[src/rtl/core/running_mean_stddev_harmonic_assert.svh]
// Assertion macros shared by the running statistics RTL.
`ifndef RUNNING_MEAN_STDDEV_HARMONIC_ASSERT_SVH
`define RUNNING_MEAN_STDDEV_HARMONIC_ASSERT_SVH

// Same-cycle implication, disabled while reset is asserted.
`define RMSH_ASSERT_NOW(lbl, ante, cons, msg) \
  lbl: assert property (@(posedge clk) disable iff (!rst_n) (ante) |-> (cons)) \
    else $error(msg);

// Next-cycle implication, disabled while reset is asserted.
`define RMSH_ASSERT_NEXT(lbl, ante, cons, msg) \
  lbl: assert property (@(posedge clk) disable iff (!rst_n) (ante) |=> (cons)) \
    else $error(msg);

`endif

[src/rtl/core/rmsh_pkg.sv]
// Package with widths, register indexes and helpers for the running statistics block.
package rmsh_pkg;

  localparam int COUNT_BITS_DEF  = 24;
  localparam int SAMPLE_BITS_DEF = 16;

  localparam int SAMPLE_W = 16;
  localparam int COUNT_W  = 24;
  localparam int STAT_W   = 32;
  localparam int CFG_IDX_W = 2;
  localparam int CFG_DATA_W = 32;

  localparam logic [CFG_IDX_W-1:0] CFG_START_COUNT     = 2'd0;
  localparam logic [CFG_IDX_W-1:0] CFG_START_MEAN      = 2'd1;
  localparam logic [CFG_IDX_W-1:0] CFG_START_HARMONIC  = 2'd2;
  localparam logic [CFG_IDX_W-1:0] CFG_START_DEVIATION = 2'd3;

  localparam logic OP_RESTART = 1'b0;
  localparam logic OP_SAMPLE  = 1'b1;

  function automatic logic [63:0] sat_add64(input logic [63:0] a, input logic [63:0] b);
    logic [64:0] s;
    s = {1'b0, a} + {1'b0, b};
    return s[64] ? '1 : s[63:0];
  endfunction

  function automatic logic [STAT_W-1:0] clip32(input logic [63:0] v);
    return (v[63:32] != '0) ? '1 : v[31:0];
  endfunction

endpackage

[src/rtl/core/rmsh_div.sv]
// Restoring divider of a 128-bit dividend by a 64-bit divisor, one quotient bit per cycle.
module rmsh_div import rmsh_pkg::*; (
  input  logic        clk,
  input  logic        rst_n,
  input  logic        start,
  input  logic [63:0] hi,
  input  logic [63:0] lo,
  input  logic [63:0] den,
  output logic        busy,
  output logic        done,
  output logic [63:0] quot
);

  logic        busy_r, done_r;
  logic [63:0] rem_r, lo_r, q_r, den_r;
  logic [5:0]  cnt_r;
  logic [63:0] shifted;
  logic        take;

  assign shifted = {rem_r[62:0], lo_r[63]};
  assign take    = rem_r[63] || (shifted >= den_r);

  always_ff @(posedge clk) begin
    if (!rst_n) begin
      busy_r <= 1'b0;
      done_r <= 1'b0;
    end else begin
      done_r <= 1'b0;
      if (start) begin
        if (den == '0 || hi >= den) begin
          done_r <= 1'b1;
        end else begin
          busy_r <= 1'b1;
        end
      end else if (busy_r && cnt_r == '0) begin
        busy_r <= 1'b0;
        done_r <= 1'b1;
      end
    end
  end

  always_ff @(posedge clk) begin
    if (start) begin
      rem_r <= hi;
      lo_r  <= lo;
      den_r <= den;
      cnt_r <= 6'd63;
      q_r   <= (den == '0 || hi >= den) ? '1 : '0;
    end else if (busy_r) begin
      rem_r <= take ? shifted - den_r : shifted;
      lo_r  <= {lo_r[62:0], 1'b0};
      q_r   <= {q_r[62:0], take};
      cnt_r <= cnt_r - 6'd1;
    end
  end

  assign busy = busy_r;
  assign done = done_r;
  assign quot = q_r;

endmodule

[config.mk]
export PLATFORM = sky130hd
export DESIGN_NAME = rmsh_div
export DESIGN_NICKNAME = d
export VERILOG_FILES = /design/src/rtl/core/running_mean_stddev_harmonic_assert.svh /design/src/rtl/core/rmsh_pkg.sv /design/src/rtl/core/rmsh_div.sv
export SDC_FILE = /design/constraint.sdc
export NUM_CORES = 1
export LEC_CHECK = 0
export ABC_CLOCK_PERIOD_IN_PS = 4500
export BUFFER_PORTS_ARGS = -buffer_cell sky130_fd_sc_hd__buf_2
export CAP_MARGIN = 20
export CORE_ASPECT_RATIO = 0.7
export CORE_UTILIZATION = 40
export CTS_CLUSTER_SIZE = 25
export DETAILED_ROUTE_END_ITERATION = 10
export PLACE_DENSITY_LB_ADDON = 0.25
export SYNTH_ARGS = -nofsm -noshare
export SYNTH_HDL_FRONTEND = slang
export SYNTH_SLANG_ARGS = --single-unit
[constraint.sdc]
create_clock -name clk -period 4.5 [get_ports clk]
set_input_delay 0.225 -clock clk [delete_from_list [all_inputs] [get_ports clk]]
set_output_delay 0.225 -clock clk [all_outputs]
set_load 0.01 [all_outputs]
==> metrics.cfg <==
[route]
via_count = 13600
met2WireLength_mm = 20.0
drt_drc_violations_left = 0
routed_length_on_met1_mm = 24.5
routed-wl-met3_mm = 3.88
drt-wirelength-per-cell_um = 19.7
final_wirelength_mm = 50.0
post_drt_via_cell_ratio = 5.35
topRoutingLayerUsed = met5
drt_iter0_drc = 890
dr.pass1.iters = 5
ant_nets = 0

[floorplan]
row_count = 62
design.die.area_um2 = 42400
die_y_um = 173
die_x_um = 246
core_um2 = 41000
floorplan.io_pins = 261
floorplan.initialDensity_pct = 40.5

[timing]
timing.fmax_mhz = 237
setup_repair_after_global_routing_missed_its_margin = false
skew_ns = 0.0147
timing.final.hold_violations = 0
timing_worst_slew_pin_value_ns = 1.11
fin_crit_ns = 4.21
fin_ws_ns = 0.286
fin_tns_setup_ns = 0
relSlewSlack_pct = 25.6
worst_hold_slack_ns = 0.0347
setup-violations-final = 0
final-max-slew-violation-count = 0
post-route-period-util_pct = 93.6

[cts]
cts_root_buf = clkbuf_16
cts_tree = done
clock_sinks = 264
cts_inserted_buffers = 29
clockBufferDepth = 3
htree_num_levels = 1
clk_latency_ns = 0.59
worst_path_clk_slew_ns = 0.07

[worst_setup_path]
cp_data_arrival_time_ns = 4.55
timing.critical_path.from_type = input port
worstPathRequired_ns = 4.83
crit_path_category = input port to flop
cp-end-kind = flop
critPathMaxFanout = 64

[synthesis]
synthDominantCellAreaShare_pct = 46.2
synth_top_area_cell = edfxtp_1
yosys.cell_count.top_type = edfxtp_1
postSynthRegisterBits = 264
ys_types = 72
syn_inst = 1557
number_of_synthesized_flops_with_an_enable_pin = 256
postSynthAreaPerCell_um2 = 10.7
async_flop_share_pct = 0
synth.cell_area_um2 = 16600
netlist_top_cells_count = edfxtp_1, inv_1, a21oi_1
most_frequently_used_flop_master_after_synthesis = edfxtp_1
synth_top_cells_by_area = edfxtp_1, ha_1, mux2_2
yosysWarningCount = 0
ys_seq_area_share_pct = 47.2
mappedNetlistNets = 1882

[global_routing]
antenna_found_initial = 9
overflow = 0
first_global_vias = 13600
grt_use_total_pct = 23.1
grt_start_max_net_pins = 98
grt_first_pass_wirelength_mm = 77.2

[power]
comb_power_share_pct = 40.5
power.share.switching_pct = 35.9
power.share.sequential_pct = 34.3
clockPowerShare_pct = 25.2
vdd.ir_drop.worst_mv = 0.326
cellLeakagePower_nw = 9.13
power.internal_mw = 6.46
power_density_cells_nw_per_um2 = 474
power.net_switching_mw = 3.62

[final_layout]
post_route_cells_drive_above_1_share_pct = 22.3
nets_finish = 2295
flow.area_growth_from_synthesis_pct = 27.9

[placement]
detailedPlace.worstSlack_ns = 0.305
io_buffer_count = 260
place.gp.congestion = 0.944
dpl.hpwl_mm = 35.7

[worst_hold_path]
min_path_type = input port to flop

[run_status]
run_status = finished, final reports clean

[job]
maxCapViolCount = 0

==> area by class of cell <==
type                    count  area (µm²)
diodes                      4        10.0
clock buffers              36         752
clock inverters            17         234
fillers                  3686       19800
inverters                 154         578
multi-input cells        1069        7930
flip-flops and latches    264        7850
well taps                 544         681
repair buffers            452        3250
==> final timing paths <==
| kind | from | end | slack [ns] | cells past startpoint |
|---|---|---|---|---|
| max | den[0] | quot[50] | 0.29 | 15 |
| min reg2reg | cnt_r[5] | cnt_r[5] | 0.51 | 2 |
| min | hi[20] | rem_r[20] | 0.03 | 2 |
| max reg2reg | lo_r[63] | rem_r[61] | 0.45 | 14 |
==> cell usage in the layout, fill, tap and decap left out, types with 21 or more instances in the layout <==
cell,instances
o21a_1,68
a21oi_1,130
xnor2_1,35
clkbuf_16,29
mux2_2,110
ha_1,129
inv_1,154
buf_2,259
nor3_1,21
a21o_1,69
xor2_1,21
nor4_1,25
nand4_1,33
dlygate4sd3_1,177
edfxtp_1,256
nand2_1,86
o21ai_0,70
nor2_1,79
==> metal layers <==
metal	up-vias	track usage (%)
li1	6585	-
met1	6492	34.9
met2	427	32.0
met3	80	6.29
met4	8	6.55
met5	-	0
==> cells by family after synthesis <==
logic type,Yosys count,share of synthesized area (%)
mux,115,7.75
simple gates,341,10.3
fa+ha+maj,130,9.82
buf+inv,224,5.25
flops,264,47.2
compound gates,427,16.7
xor+xnor,56,2.95
==> worst max-delay path, stage by stage <==
cell and delay (ns):
dlygate4sd3_1 0.58, buf_2 0.16, ha_1 0.26, nand2b_1 0.14
a21o_1 0.18, a21o_1 0.17, a21oi_1 0.20, o211ai_1 0.14
a2111oi_0 0.75, o21ai_0 0.33, a221o_1 0.37, a21oi_1 0.49
nand2_2 0.13, buf_12 0.24, o21a_1 0.15
==> state kept, by name (all words and copies together) (netlist names) <==
| register | count |
|---|---|
| quot | 64 |
| busy | 1 |
| done | 1 |
| rem_r | 64 |
| cnt_r | 6 |
| lo_r | 64 |
| den_r | 64 |
==> per-stage QoR <==
step | util [%] | area (µm²) | instances | total power [mW]
2_1_floorplan | - | 16600 | 1557 | 6.30
3_3_place_gp | 45.1 | 18500 | 2306 | 7.35
3_5_place_dp | 45.1 | 18500 | 2306 | 7.39
4_1_cts | 51.8 | 21300 | 2536 | 10.1
5_1_grt | 51.8 | 21300 | 2539 | 10.7
6_report | 51.8 | 21300 | 2540 | 10.1
==> power by group through the flow <==
stage | sequential (mW) | combinational [mW] | clock (mW)
after detailed placement | 3.50 | 3.89 | 0
after global placement | 3.49 | 3.86 | 0
after global routing | 3.50 | 4.51 | 2.68
final | 3.46 | 4.08 | 2.54
after CTS | 3.46 | 4.04 | 2.61
after floorplan | 3.48 | 2.82 | 0
==> repair_timing <==
action,CTS,global route
gates resized for setup,0,0
hold buffers,177,0
endpoints found under the hold margin,178,0
endpoints found under the setup margin,0,0
buffers inserted,0,0
No activity file was read; power rests on OpenSTA's default activity.
