File: src/rtl/core/running_mean_stddev_harmonic_assert.svh
// Assertion macros shared by the running statistics RTL.
`ifndef RUNNING_MEAN_STDDEV_HARMONIC_ASSERT_SVH
`define RUNNING_MEAN_STDDEV_HARMONIC_ASSERT_SVH

// Same-cycle implication, disabled while reset is asserted.
`define RMSH_ASSERT_NOW(lbl, ante, cons, msg) \
  lbl: assert property (@(posedge clk) disable iff (!rst_n) (ante) |-> (cons)) \
    else $error(msg);

// Next-cycle implication, disabled while reset is asserted.
`define RMSH_ASSERT_NEXT(lbl, ante, cons, msg) \
  lbl: assert property (@(posedge clk) disable iff (!rst_n) (ante) |=> (cons)) \
    else $error(msg);

`endif

File: src/rtl/core/rmsh_pkg.sv
// Package with widths, register indexes and helpers for the running statistics block.
package rmsh_pkg;

  localparam int COUNT_BITS_DEF  = 24;
  localparam int SAMPLE_BITS_DEF = 16;

  localparam int SAMPLE_W = 16;
  localparam int COUNT_W  = 24;
  localparam int STAT_W   = 32;
  localparam int CFG_IDX_W = 2;
  localparam int CFG_DATA_W = 32;

  localparam logic [CFG_IDX_W-1:0] CFG_START_COUNT     = 2'd0;
  localparam logic [CFG_IDX_W-1:0] CFG_START_MEAN      = 2'd1;
  localparam logic [CFG_IDX_W-1:0] CFG_START_HARMONIC  = 2'd2;
  localparam logic [CFG_IDX_W-1:0] CFG_START_DEVIATION = 2'd3;

  localparam logic OP_RESTART = 1'b0;
  localparam logic OP_SAMPLE  = 1'b1;

  function automatic logic [63:0] sat_add64(input logic [63:0] a, input logic [63:0] b);
    logic [64:0] s;
    s = {1'b0, a} + {1'b0, b};
    return s[64] ? '1 : s[63:0];
  endfunction

  function automatic logic [STAT_W-1:0] clip32(input logic [63:0] v);
    return (v[63:32] != '0) ? '1 : v[31:0];
  endfunction

endpackage

File: src/rtl/core/rmsh_sqrt.sv
// Bit-serial floor square root of a 64-bit value, one result bit per cycle.
module rmsh_sqrt import rmsh_pkg::*; (
  input  logic              clk,
  input  logic              rst_n,
  input  logic              start,
  input  logic [63:0]       rad,
  output logic              busy,
  output logic              done,
  output logic [STAT_W-1:0] root
);

  logic        busy_r, done_r;
  logic [63:0] n_r, r_r, bit_r;
  logic [4:0]  cnt_r;
  logic [63:0] trial;
  logic        fits;

  assign trial = r_r + bit_r;
  assign fits  = n_r >= trial;

  always_ff @(posedge clk) begin
    if (!rst_n) begin
      busy_r <= 1'b0;
      done_r <= 1'b0;
    end else begin
      done_r <= 1'b0;
      if (start) begin
        busy_r <= 1'b1;
      end else if (busy_r && cnt_r == '0) begin
        busy_r <= 1'b0;
        done_r <= 1'b1;
      end
    end
  end

  always_ff @(posedge clk) begin
    if (start) begin
      n_r   <= rad;
      r_r   <= '0;
      bit_r <= 64'h4000_0000_0000_0000;
      cnt_r <= 5'd31;
    end else if (busy_r) begin
      n_r   <= fits ? n_r - trial : n_r;
      r_r   <= fits ? (r_r >> 1) + bit_r : (r_r >> 1);
      bit_r <= bit_r >> 2;
      cnt_r <= cnt_r - 5'd1;
    end
  end

  assign busy = busy_r;
  assign done = done_r;
  assign root = r_r[STAT_W-1:0];

endmodule

File: config.mk
export PLATFORM = sky130hd
export DESIGN_NAME = rmsh_sqrt
export DESIGN_NICKNAME = d
export VERILOG_FILES = /design/src/rtl/core/running_mean_stddev_harmonic_assert.svh /design/src/rtl/core/rmsh_pkg.sv /design/src/rtl/core/rmsh_sqrt.sv
export SDC_FILE = /design/constraint.sdc
export NUM_CORES = 1
export LEC_CHECK = 0
export BUFFER_PORTS_ARGS = -buffer_cell sky130_fd_sc_hd__buf_4
export CAP_MARGIN = 5
export CELL_PAD_IN_SITES_DETAIL_PLACEMENT = 0
export CELL_PAD_IN_SITES_GLOBAL_PLACEMENT = 1
export CORE_AREA = 2 2 233 235
export CTS_CLUSTER_SIZE = 14
export DETAILED_ROUTE_END_ITERATION = 12
export DIE_AREA = 0 0 235 237
export PLACE_DENSITY_LB_ADDON = 0.1
export SLEW_MARGIN = 20
export SYNTH_ARGS = -nofsm -noshare
export SYNTH_HDL_FRONTEND = slang
export SYNTH_SLANG_ARGS = --single-unit
File: constraint.sdc
create_clock -name clk -period 11.1 [get_ports clk]
set_input_delay 0 -clock clk [delete_from_list [all_inputs] [get_ports clk]]
set_output_delay 0 -clock clk [all_outputs]
set_load 0.05 [all_outputs]
==> summary.md, run 1 <==
| Metric | Value |
|---|---|
| Post-CTS setup buffer count | `0` |
| Ys flop type | `dfxtp_1` |
| Grt total ovfl | `0` |
| Die area | `0.0557 sq mm` |
| Setup CP Type | `flop to flop` |
| Maximum vdd ir drop | `0.128 mV` |
| Final TNS setup | `0 ns` |
| Syn avg cell area | `7.76 sq um` |
| DR WL/cell | `20.2 um` |
| YS warnings | `0` |
| # nets final | `2,299` |
| Clock sinks | `167` |
| Max-Cap Viols | `0` |
| Port bufs | `100` |
| Fmax | `0.125 GHz` |
| Clock latency at the later pin of the worst-skew pair | `0.51 ns` |
| Setup crit end kind | `flop` |
| Non-Filler Instances | `2,809` |
| CTS Buffer Depth | `2` |
| Final setup violating endpoints | `0` |
| Chip Height | `237 um` |
| CTS Buf Count | `17` |
| Core outline area | `0.0533 sq mm` |
| Gpl congestion | `0.866` |
| Mapped cell area | `0.0158 sq mm` |
| Final min period | `7.99 ns` |
| RSZ-0062 raised after global routing | `no` |
| Seq/Total Area, Yosys | `25.2%` |
| Met3 Routed Length | `2.06 mm` |
| Critical path startpoint category | `flop` |
| Final Hold Viols | `0` |
| Largest net degree at the start of global routing | `88` |
| Hold path start | `start` |
| Hold Path Cell Cnt | `2` |
| Critical Path RT | `11.23 ns` |
| Initial Util | `29.7%` |
| Most frequent CP cell | `o21ai_0` |
| Vias | `15.4k` |
| Initial antenna violation count | `0` |
| Fin. max-slew vios | `0` |
| First-pass detailed-route iteration total | `5` |
| First-pass GRT wire length | `87.5 mm` |
| Drt initial violations | `1,115` |
| Tot GR Track Use | `20.3%` |
| Clock transition at path regs | `0.08 ns` |
| Worst hold path class | `input port to flop` |
| Pre-CTS WS | `3.11 ns` |
| CP Data Arrival Time | `8.12 ns` |
| H-tree levels | `4` |
| WHS | `0.0200 ns` |
| Top sig layer | `met4` |
| Hpwl dp | `43.2 mm` |
| Die X | `235 um` |
| Clock root cell | `clkbuf_16` |
| Clock skew | `0.0170 ns` |
| IO Pins | `101` |
| Placed Cells incl. Taps | `2,695` |
| CTS Hold Bufs | `82` |
| Detailed Route WL | `56.7 mm` |
| Fraction of layout cells with a size suffix above 1 | `8.61%` |
| Asr flop ratio synth | `0%` |
| Syn-to-layout area delta | `15.1%` |
| Worst-path fanout max | `64` |
| Worst path slowest cell | `buf_4` |
| DRT antenna net count | `0` |
| CP max stage delay | `0.68 ns` |
| N_diodes | `0` |
| Design area | `0.0182 sq mm` |
| Worst slew pin tran | `0.965 ns` |
| Met1 wire length | `29.4 mm` |
| Met2 WL | `24.5 mm` |
| Vias in the first global route | `14.7k` |
| Post-Syn Nets | `2,234` |
| Final worst slack | `3.11 ns` |
| Outcome | `finished clean` |
| Post-Synthesis Cells | `2,035` |
| CTS tree | `built` |
| Leak | `6.87 nW` |
| Critical-path cell list | `ha_1 > a31oi_1 > o21bai_1 > a21boi_0 > o21ai_0 > o21ai_0 > o21ai_0 > a211oi_1 > xor2_1 > ha_1 > nand4_1 > or3_1 > or4_1 > o31ai_2 > nor2_1 > o31ai_4 > buf_4 > nand2_4 > o21ai_4 > buf_4` |
| Reg2reg start | `r_r[2]` |
| # rows | `85` |
| Vias per cell | `5.49` |
| Number of synthesized flops with an enable pin | `64` |
| Area after DPL | `0.0168 sq mm` |
| P per Cell Area | `219 mW/mm^2` |
| Library cells used by synthesis | `79` |
| Flops & latches, synth | `167` |
| Length in cells of the worst reg-to-reg path | `20` |
| Post-CTS Resized | `0` |
| DRC Markers | `0` |
| CP startpoint | `r_r[2]` |
| Headroom to the max-slew limit | `35.7%` |
| Post-route clock period utilization | `72.0%` |
worst max-delay path, delay by kind of cell, from the launching register on:
family          cells  cell delay [ns]
fa+ha+maj           2             0.77
xor+xnor            1             0.17
simple gates        5             1.71
flops               1             0.46
compound gates     10             3.22
buf+inv             2             1.08
worst paths after layout:
| check | end | slack, ns |
|---|---|---|
| max reg2reg | n_r[9] | 3.11 |
| min | n_r[10] | 0.02 |
| min reg2reg | cnt_r[4] | 0.50 |
| max | n_r[9] | 3.11 |
placed cells by master, fill, tap and decap left out, types with 29 or more instances in the layout:
cell type,instances
o211ai_1,29
a211oi_1,40
edfxtp_1,64
mux2i_1,40
dfxtp_1,102
a21o_1,44
nand4_1,55
nor3_1,34
xor2_1,75
nor2_1,184
o21bai_1,33
ha_1,131
a31oi_1,50
a21oi_1,140
buf_4,111
o21ai_0,158
nand3_1,61
inv_1,54
dlygate4sd3_1,82
xnor2_1,70
nand2_1,224
where the power goes:
| part | internal [mW] | total (mW) | leakage [nW] | switching (mW) |
|---|---|---|---|---|
| Clock | 0.302 | 0.609 | 0.267 | 0.307 |
| Combinational | 0.881 | 2.40 | 5.12 | 1.52 |
| Sequential | 0.837 | 0.977 | 1.48 | 0.140 |
Yosys cell counts (23+ instances only):
cell type | instances | share of area [%]
mux2i_1 | 40 | 2.5
a311oi_1 | 23 | 1.3
nand3_1 | 61 | 1.9
buf_4 | 32 | 1.5
ha_1 | 131 | 10
a31oi_1 | 50 | 2.0
o31ai_1 | 28 | 1.3
xnor2_1 | 70 | 3.9
a211oi_1 | 40 | 1.9
clkbuf_1 | 88 | 2.1
nand4_1 | 55 | 2.2
o21bai_1 | 33 | 1.6
dfxtp_1 | 103 | 13
nor2_1 | 184 | 4.4
inv_1 | 54 | 1.3
o211ai_1 | 29 | 1.4
o21ai_0 | 159 | 5.0
a21o_1 | 44 | 2.1
xor2_1 | 75 | 4.2
nand2_1 | 224 | 5.3
or3_1 | 26 | 1.0
edfxtp_1 | 64 | 12
nor3_1 | 34 | 1.1
a21oi_1 | 140 | 4.4
per-layer routing:
metal	global-route usage, %	vias to the layer above
met4	4.39	0
li1	-	7703
met1	30.0	7379
met3	3.49	36
met5	0	-
met2	30.8	290
state kept, by name, indices dropped and copies added (netlist names):
signal,count
bit_r,32
busy,1
cnt_r,5
done,1
n_r,64
r_r,64
per-stage QoR:
stage          utilization [%]  total power, mW
2_1_floorplan                -             2.68
3_3_place_gp              31.6             3.33
3_5_place_dp              31.6             3.31
4_1_cts                   34.1             4.00
5_1_grt                   34.1             4.31
6_report                  34.1             3.98
cells by family (layout without fill, tap and decap cells):
logic type	after synthesis	count (layout)	share of synthesized area [%]
buffers and inverters	204	282	5.80
and+or+nand+nor	687	687	20.5
muxes	46	46	2.96
xor gates and xnor gates	145	145	8.04
DFF	167	167	25.2
AOI/OAI and AO/OA	654	654	27.0
adders and majority gates	132	132	10.5
area by class of cell:
class / count / area (sq um)
inverters: 56 / 210
clock inverters: 11 / 86.3
flip-flops and latches: 167 / 3990
multi-input cells: 1664 / 10900
clock buffers: 21 / 460
fillers: 5659 / 35100
well taps: 696 / 871
repair buffers: 194 / 1670
No activity file was read; power rests on OpenSTA's default activity.
==> run 2, diff against run 1 <==
--- a/config.mk
+++ b/config.mk
@@ -5,14 +5,15 @@
 export SDC_FILE = /design/constraint.sdc
 export NUM_CORES = 1
 export LEC_CHECK = 0
+export ABC_AREA = 1
 export BUFFER_PORTS_ARGS = -buffer_cell sky130_fd_sc_hd__buf_4
 export CAP_MARGIN = 5
 export CELL_PAD_IN_SITES_DETAIL_PLACEMENT = 0
 export CELL_PAD_IN_SITES_GLOBAL_PLACEMENT = 1
-export CORE_AREA = 2 2 233 235
+export CORE_AREA = 2 2 264 266
 export CTS_CLUSTER_SIZE = 14
 export DETAILED_ROUTE_END_ITERATION = 12
-export DIE_AREA = 0 0 235 237
+export DIE_AREA = 0 0 266 268
 export PLACE_DENSITY_LB_ADDON = 0.1
 export SLEW_MARGIN = 20
 export SYNTH_ARGS = -nofsm -noshare
==> constraint.sdc (replaced) <==
create_clock -name clk -period 7.6 [get_ports clk]
set_input_delay 0 -clock clk [delete_from_list [all_inputs] [get_ports clk]]
set_output_delay 0 -clock clk [all_outputs]
set_load 0.05 [all_outputs]
==> run 2 against run 1 <==
Against the previous run:
- core utilization is 0.43 points lower
- critical path depth increased by 2
- largest cell class unchanged
- count of clock-buffer cells in the layout shrank 4
- maximum frequency rose by 30%
- critical endpoint is now n_r[3]
- final cell count grew 63%
- first-iteration DRC count increased by 94%
==> summary.md, run 2 <==
| Metric | Value |
|---|---|
| Outcome | `finished clean` |
| Syn avg cell area | `5.66 sq um (-27%)` |
| Largest registers | `n_r x64, r_r x64, bit_r x32` |
| Worst slew pin tran | `1.11 ns (+0.142 ns)` |
| FF-to-FF setup slack | `1.46 ns (-1.65 ns)` |
| Final Hold Viols | `0 (unchanged)` |
| Initial antenna violation count | `1 (+1)` |
| Vias per cell | `4.93 (-10%)` |
| CTS tree | `built` |
| Placed Cells incl. Taps | `4,490 (+67%)` |
| Area leader, netlist | `nand2_1` |
| Commonest non-fill, non-tap cells in the layout | `1,214 x nand2_1, 506 x inv_1, 453 x nor2_1, 290 x nand3_1, 205 x a21oi_1` |
| Worst R2R End | `n_r[3]` |
| DRC Markers | `0 (unchanged)` |
| Worst hold path class | `input port to flop` |
| Sw Share | `56.6% (+7.3 points)` |
| Hold path start | `start` |
| Syn-to-layout area delta | `12.6%` |
| Largest net degree at the start of global routing | `76 (-14%)` |
| WHS Endpoint | `r_r[22]` |
| Area contributors post-synth | `nand2_1 22%, dfxtp_1 10%, edfxtp_1 9.4%` |
| Setup crit end kind | `flop` |
| Hpwl dp | `75.1 mm (+74%)` |
| Critical Path RT | `7.73 ns (-3.50 ns)` |
| Gpl congestion | `0.928 (+7.2%)` |
| Clock latency at the later pin of the worst-skew pair | `0.52 ns (about the same)` |
| Post-CTS setup buffer count | `0 (unchanged)` |
| H-tree levels | `4 (unchanged)` |
| Critical-path cell list | `ha_1 > nand2_1 > o21ai_0 > nor2_1 > nor2_1 > or2_2 > nand2_1 > nand2_1 > nand3_1 > nand2_1 > xnor2_1 > ha_1 > nand2_1 > nor2_2 > nand3_1 > nor2_1 > nand4_1 > nand3_2 > nand2_4 > nand2_4 > nand2_4 > nand2_4` |
| Ys flop type | `dfxtp_1` |
| Die X | `266 um (+13%)` |
| CP max stage delay | `0.73 ns (+0.05 ns)` |
| Initial Util | `29.9% (+0.28 points)` |
| WHS | `0.0990 ns (+0.0790 ns)` |
| Area after DPL | `0.0217 sq mm (+29%)` |
| Most frequent cell after synthesis | `nand2_1` |
| Worst path slowest cell | `nand2_4` |
| DR WL/cell | `20.0 um (-1.1%)` |
| Clock transition at path regs | `0.09 ns (about the same)` |
| Chip Height | `268 um (+13%)` |
| Net Switching | `4.63 mW (+140%)` |
| CTS Buf Count | `17 (unchanged)` |
| First-pass GRT wire length | `136 mm (+55%)` |
| Reg2reg start | `r_r[4]` |
| Synth top cells by count | `1,215 x nand2_1, 506 x inv_1, 453 x nor2_1, 290 x nand3_1, 205 x a21oi_1` |
| Fmax | `0.163 GHz (+30%)` |
| Final setup violating endpoints | `0 (unchanged)` |
| Setup CP Type | `flop to flop` |
| Cell family with most CP delay | `simple AND/OR/NAND/NOR gates` |
| YS warnings | `0 (unchanged)` |
| Number of synthesized flops with an enable pin | `64 (unchanged)` |
| Clock sinks | `167 (unchanged)` |
| Final TNS setup | `0 ns (unchanged)` |
| Fin. max-slew vios | `0 (unchanged)` |
| DRT antenna net count | `0 (unchanged)` |
| Drt initial violations | `2,165 (+94%)` |
| Seq pwr share | `20.2% (-4.3 points)` |
| Flops & latches, synth | `167 (unchanged)` |
| # nets final | `3,892 (+69%)` |
| Clock skew | `0.0193 ns (+0.00231 ns)` |
| Post-Synthesis Cells | `3,609 (+77%)` |
| Clock Power Share | `12.4% (-2.9 points)` |
| Library cells used by synthesis | `51 (-35%)` |
| # rows | `96 (+13%)` |
| Post-route clock period utilization | `80.8% (+8.8 points)` |
| Power, Total | `8.18 mW (+110%)` |
| P per Cell Area | `356 mW/mm^2 (+62%)` |
| Clock root cell | `clkbuf_16` |
| Gate power share | `67.4% (+7.2 points)` |
| IO Pins | `101 (unchanged)` |
| FILL cells | `7,823 (+38%)` |
| Fraction of layout cells with a size suffix above 1 | `5.75% (-2.9 points)` |
| Die area | `0.0713 sq mm (+28%)` |
| Port bufs | `100 (unchanged)` |
| Vias | `22.6k (+47%)` |
| Seq/Total Area, Yosys | `19.5% (-5.7 points)` |
| Vias in the first global route | `21.2k (+44%)` |
| First-pass detailed-route iteration total | `5 (unchanged)` |
| CP bufs+invs | `0 (-2)` |
| CTS Buffer Depth | `2 (unchanged)` |
| Worst-path fanout max | `64 (unchanged)` |
| N_diodes | `0 (unchanged)` |
| Most common cell after layout, fill and taps aside | `nand2_1` |
| Max-Cap Viols | `0 (unchanged)` |
| Detailed Route WL | `91.6 mm (+61%)` |
| Leak | `10.4 nW (+51%)` |
| Grt total ovfl | `0 (unchanged)` |
| RSZ-0062 raised after global routing | `no` |
| Final min period | `6.14 ns (-1.85 ns)` |
| Mapped cell area | `0.0204 sq mm (+29%)` |
| Critical path startpoint category | `flop` |
| Maximum vdd ir drop | `0.216 mV (+69%)` |
| Design area | `0.0230 sq mm (+26%)` |
| Top-area cell type share of the netlist area | `22.3% (+9.3 points)` |
| Most frequent CP cell | `nand2_1` |
| Length in cells of the worst reg-to-reg path | `22 (+10%)` |
| Int Power | `3.55 mW (+76%)` |
| Headroom to the max-slew limit | `25.9% (-9.8 points)` |
| Tot GR Track Use | `25.6% (+5.3 points)` |
| Hold Path Cell Cnt | `4 (+2)` |
| Asr flop ratio synth | `0% (unchanged)` |
| Non-Filler Instances | `4,588 (+63%)` |
| CP Data Arrival Time | `6.27 ns (-1.85 ns)` |
| Core outline area | `0.0682 sq mm (+28%)` |
| Post-Syn Nets | `3,808 (+70%)` |
## run 2: cell types whose count changed in the layout (fill, tap and decap cells not counted), sizes merged, moves of 26 or more
| cell | previous run | this run |
|---|---|---|
| nand3 | 61 | 291 |
| nor2 | 185 | 463 |
| mux2i | 40 | 0 |
| nand3b | 2 | 30 |
| a21oi | 140 | 214 |
| o31ai | 30 | 2 |
| a21o | 44 | 10 |
| or3 | 26 | 0 |
| inv | 64 | 521 |
| a211oi | 40 | 3 |
| xor2 | 75 | 48 |
| nand2 | 226 | 1224 |
| a31oi | 50 | 14 |
## run 2: repair_timing
item                                   in CTS  in global routing
hold buffers                               66                  0
gates resized for setup                     0                  0
endpoints found under the hold margin      66                  0
## run 2: through the flow
step                utilization (%)  setup WS (ns)
floorplan                         -           2.54
global placement               31.8           1.54
detailed placement             31.8           1.57
CTS                            33.7           1.55
global route                   33.7           1.05
finish                         33.7           1.46
## run 2: power groups by stage
stage	registers [mW]	logic (mW)	clock network, mW
2_1_floorplan	1.45	4.06	0
3_3_place_gp	1.69	5.50	0
3_5_place_dp	1.68	5.46	0
4_1_cts	1.66	5.51	1.04
5_1_grt	1.69	6.16	1.05
6_report	1.66	5.52	1.01
## run 2: layout make-up
cell class	count	area, sq um	area share [%]
inverters	516	1940	8.43
repair buffers	182	1530	6.66
flip-flops and latches	167	3990	17.3
clock inverters	15	206	0.898
clock buffers	17	425	1.85
well taps	882	1100	4.80
multi-input cells	2809	13800	60.0
## run 2: kinds of logic (layout without fill, tap and decap cells)
family | after synthesis | in the layout | synth area share (%)
and+or+nand+nor | 2105 | 2105 | 42.4
buffers and inverters | 633 | 730 | 12.9
AOI/OAI and AO/OA | 477 | 477 | 12.9
DFF | 167 | 167 | 19.5
adders and majority gates | 132 | 132 | 8.13
xor gates and xnor gates | 95 | 95 | 4.07
## run 2: how the worst max path moves through the flow
stage               slack [ns]  endpoint  cells past startpoint     from
floorplan                 2.54    n_r[0]                     26   r_r[4]
global placement          1.54    n_r[1]                     22   r_r[4]
detailed placement        1.57   n_r[10]                     20  r_r[12]
CTS                       1.55    n_r[3]                     20  r_r[12]
global route              1.05    n_r[3]                     21  r_r[14]
finish                    1.46    n_r[3]                     22   r_r[4]
## run 2: per-layer routing
metal / wire [um] / up-vias / track usage, %
li1: - / 11627 / -
met1: 45100 / 10312 / 36.9
met2: 39600 / 583 / 40.1
met3: 4900 / 72 / 3.25
met4: 1910 / 2 / 6.62
met5: 13 / - / 0
## run 2: worst min-delay path, stage by stage
cell	delay, ns
buf_4	0.17
nor2_1	0.23
nand2_1	0.11
nand2_1	0.04
==> run 3, diff against run 2 <==
==> constraint.sdc (replaced) <==
create_clock -name clk -period 6.3 [get_ports clk]
set_input_delay 0 -clock clk [delete_from_list [all_inputs] [get_ports clk]]
set_output_delay 0 -clock clk [all_outputs]
set_load 0.05 [all_outputs]
==> run 3 against run 2 <==
Against the previous run:
- count of clock-buffer cells in the layout increased by 1
- critical endpoint is now n_r[36]
- sequential share of layout area down 0.074 points
- combinational power rose by 22%
- non-clock buffer count up 10
- sequential cell count unchanged
- routed wire length rose by 0.96%
==> summary.md, run 3 (synthesis gave the netlist of run 2 again) <==
| Metric | Value |
|---|---|
| Max-Cap Viols | `0 (unchanged)` |
| Drt initial violations | `2,083 (-3.8%)` |
| Clock skew | `0.0226 ns (+0.00333 ns)` |
| Vias per cell | `4.92 (about the same)` |
| Die X | `266 um (unchanged)` |
| Headroom to the max-slew limit | `25.1% (-0.82 points)` |
| Chip Height | `268 um (unchanged)` |
| Final min period | `5.24 ns (-0.897 ns)` |
| H-tree levels | `4 (unchanged)` |
| Worst-path fanout max | `27 (-58%)` |
| Port bufs | `100 (unchanged)` |
| Reg2reg start | `r_r[4]` |
| Fmax | `0.191 GHz (+17%)` |
| # nets final | `3,902 (+0.26%)` |
| Largest net degree at the start of global routing | `78 (+2.6%)` |
| DRT antenna net count | `0 (unchanged)` |
| DRC Markers | `0 (unchanged)` |
| Clock sinks | `167 (unchanged)` |
| Length in cells of the worst reg-to-reg path | `23 (+4.5%)` |
| Final setup violating endpoints | `0 (unchanged)` |
| Worst slew pin tran | `1.12 ns (+0.0123 ns)` |
| Fin. max-slew vios | `0 (unchanged)` |
| Clock root cell | `clkbuf_16` |
| First-pass detailed-route iteration total | `6 (+1)` |
| IO Pins | `101 (unchanged)` |
| Clock transition at path regs | `0.09 ns (about the same)` |
| Maximum vdd ir drop | `0.284 mV (+31%)` |
| CTS Buffer Depth | `2 (unchanged)` |
| DR WL/cell | `20.1 um (+0.72%)` |
| Hold path start | `rad[48]` |
| Final TNS setup | `0 ns (unchanged)` |
| Critical Path RT | `6.50 ns (-1.23 ns)` |
| P per Cell Area | `428 mW/mm^2 (+20%)` |
| Vias in the first global route | `21.0k (-0.69%)` |
| Hold Path Cell Cnt | `4 (unchanged)` |
| Area taken by multi-input logic gates | `0.0138 sq mm (unchanged)` |
| Detailed Route WL | `92.5 mm (+0.96%)` |
| FF-to-FF setup slack | `1.06 ns (-0.40 ns)` |
| Outcome | `finished clean` |
| Initial antenna violation count | `1 (unchanged)` |
| Critical path startpoint category | `flop` |
| Fraction of layout cells with a size suffix above 1 | `6.00% (+0.25 points)` |
| Met1 wire length | `46.1 mm (+2.2%)` |
| Top sig layer | `met4` |
| Final worst slack | `1.06 ns (-0.403 ns)` |
| Post-route clock period utilization | `83.2% (+2.4 points)` |
| Most common cell after layout, fill and taps aside | `nand2_1` |
| Sequential Area | `0.00399 sq mm (unchanged)` |
| Initial Util | `29.9% (unchanged)` |
| CP Data Arrival Time | `5.45 ns (-0.82 ns)` |
| Setup crit end kind | `flop` |
| FILL cells | `7,869 (+0.59%)` |
| CTS Hold Bufs | `66 (unchanged)` |
| First-pass GRT wire length | `136 mm (about the same)` |
| Largest registers | `n_r x64, r_r x64, bit_r x32` |
| RSZ-0062 raised after global routing | `no` |
| CTS tree | `built` |
| Worst R2R End | `n_r[36]` |
| Tot GR Track Use | `25.7% (+0.14 points)` |
| Gpl congestion | `0.924 (-0.39%)` |
| Core outline area | `0.0682 sq mm (unchanged)` |
| Hpwl dp | `76.6 mm (+2.0%)` |
| Grt total ovfl | `0 (unchanged)` |
| Post-CTS setup buffer count | `0 (unchanged)` |
| Vias | `22.6k (+0.15%)` |
| Met2 WL | `40.9 mm (+3.3%)` |
| Commonest non-fill, non-tap cells in the layout | `1,214 x nand2_1, 506 x inv_1, 453 x nor2_1, 290 x nand3_1, 205 x a21oi_1` |
| Worst hold path class | `input port to flop` |
| Met3 Routed Length | `4.29 mm (-12%)` |
| Syn-to-layout area delta | `13.1%` |
| Pre-CTS WS | `1.24 ns (-0.326 ns)` |
| Clock latency at the later pin of the worst-skew pair | `0.52 ns (about the same)` |
| Leak | `10.4 nW (+0.64%)` |
| CTS Buf Count | `17 (unchanged)` |
| Post-CTS Resized | `0 (unchanged)` |
| Final Hold Viols | `0 (unchanged)` |
| Setup CP Type | `flop to flop` |
| WHS Endpoint | `n_r[48]` |
| Die area | `0.0713 sq mm (unchanged)` |
| # rows | `96 (unchanged)` |
run 3: critical path, cell delays in order, from the launching register on:
cell and delay, ns:
dfxtp_1 0.48, ha_1 0.33, nand2_1 0.12, o21ai_0 0.13
nor2_1 0.44, nor2_1 0.06, or2_2 0.34, nand2_1 0.07
nand2_1 0.15, nand3_1 0.11, nand2_1 0.14, xnor2_1 0.18
ha_1 0.39, nand2_1 0.13, nor2_2 0.18, nand3_1 0.16
nor2_1 0.20, nand4_1 0.20, nand3_2 0.22, nand2_4 0.07
nand2_4 0.08, nand2_4 0.14, nand2_4 0.29, buf_12 0.24
run 3: power breakdown:
| part | switching (mW) | internal [mW] | total, mW |
|---|---|---|---|
| clock network | 0.620 | 0.581 | 1.20 |
| logic | 4.56 | 2.18 | 6.74 |
| registers | 0.397 | 1.55 | 1.95 |
run 3: per-layer routing:
metal | up-vias | global-route usage (%)
li1 | 11657 | -
met1 | 10370 | 37.2
met2 | 562 | 41.5
met3 | 41 | 2.77
met4 | 0 | 4.71
met5 | - | 0
run 3: through the flow:
stage | util (%) | instances | cell area [sq um] | power [mW] | hold slack [ns]
after floorplan | - | 3609 | 20400 | 6.64 | 0.128
after global placement | 32.0 | 4500 | 21800 | 8.70 | 0.248
final | 33.9 | 4599 | 23100 | 9.90 | 0.284
after global routing | 33.9 | 4598 | 23100 | 10.7 | 0.309
after CTS | 33.9 | 4598 | 23100 | 9.93 | 0.269
after detailed placement | 32.0 | 4500 | 21800 | 8.65 | 0.255
run 3: worst max-delay path by stage:
stage | start | endpoint | depth (start not counted)
floorplan | r_r[4] | n_r[0] | 26
global placement | r_r[26] | n_r[9] | 19
detailed placement | r_r[4] | n_r[9] | 23
CTS | r_r[4] | n_r[34] | 23
global route | r_r[4] | n_r[34] | 23
finish | r_r[4] | n_r[36] | 23
run 3: layout make-up:
class / instances / area share [%]
Antenna cell: 1 / 0.0108
Clock buffer: 18 / 1.90
Clock inverter: 14 / 0.764
Inverter: 516 / 8.39
Multi-Input combinational cell: 2809 / 59.8
Sequential cell: 167 / 17.3
Tap cell: 882 / 4.78
Timing Repair Buffer: 192 / 7.12
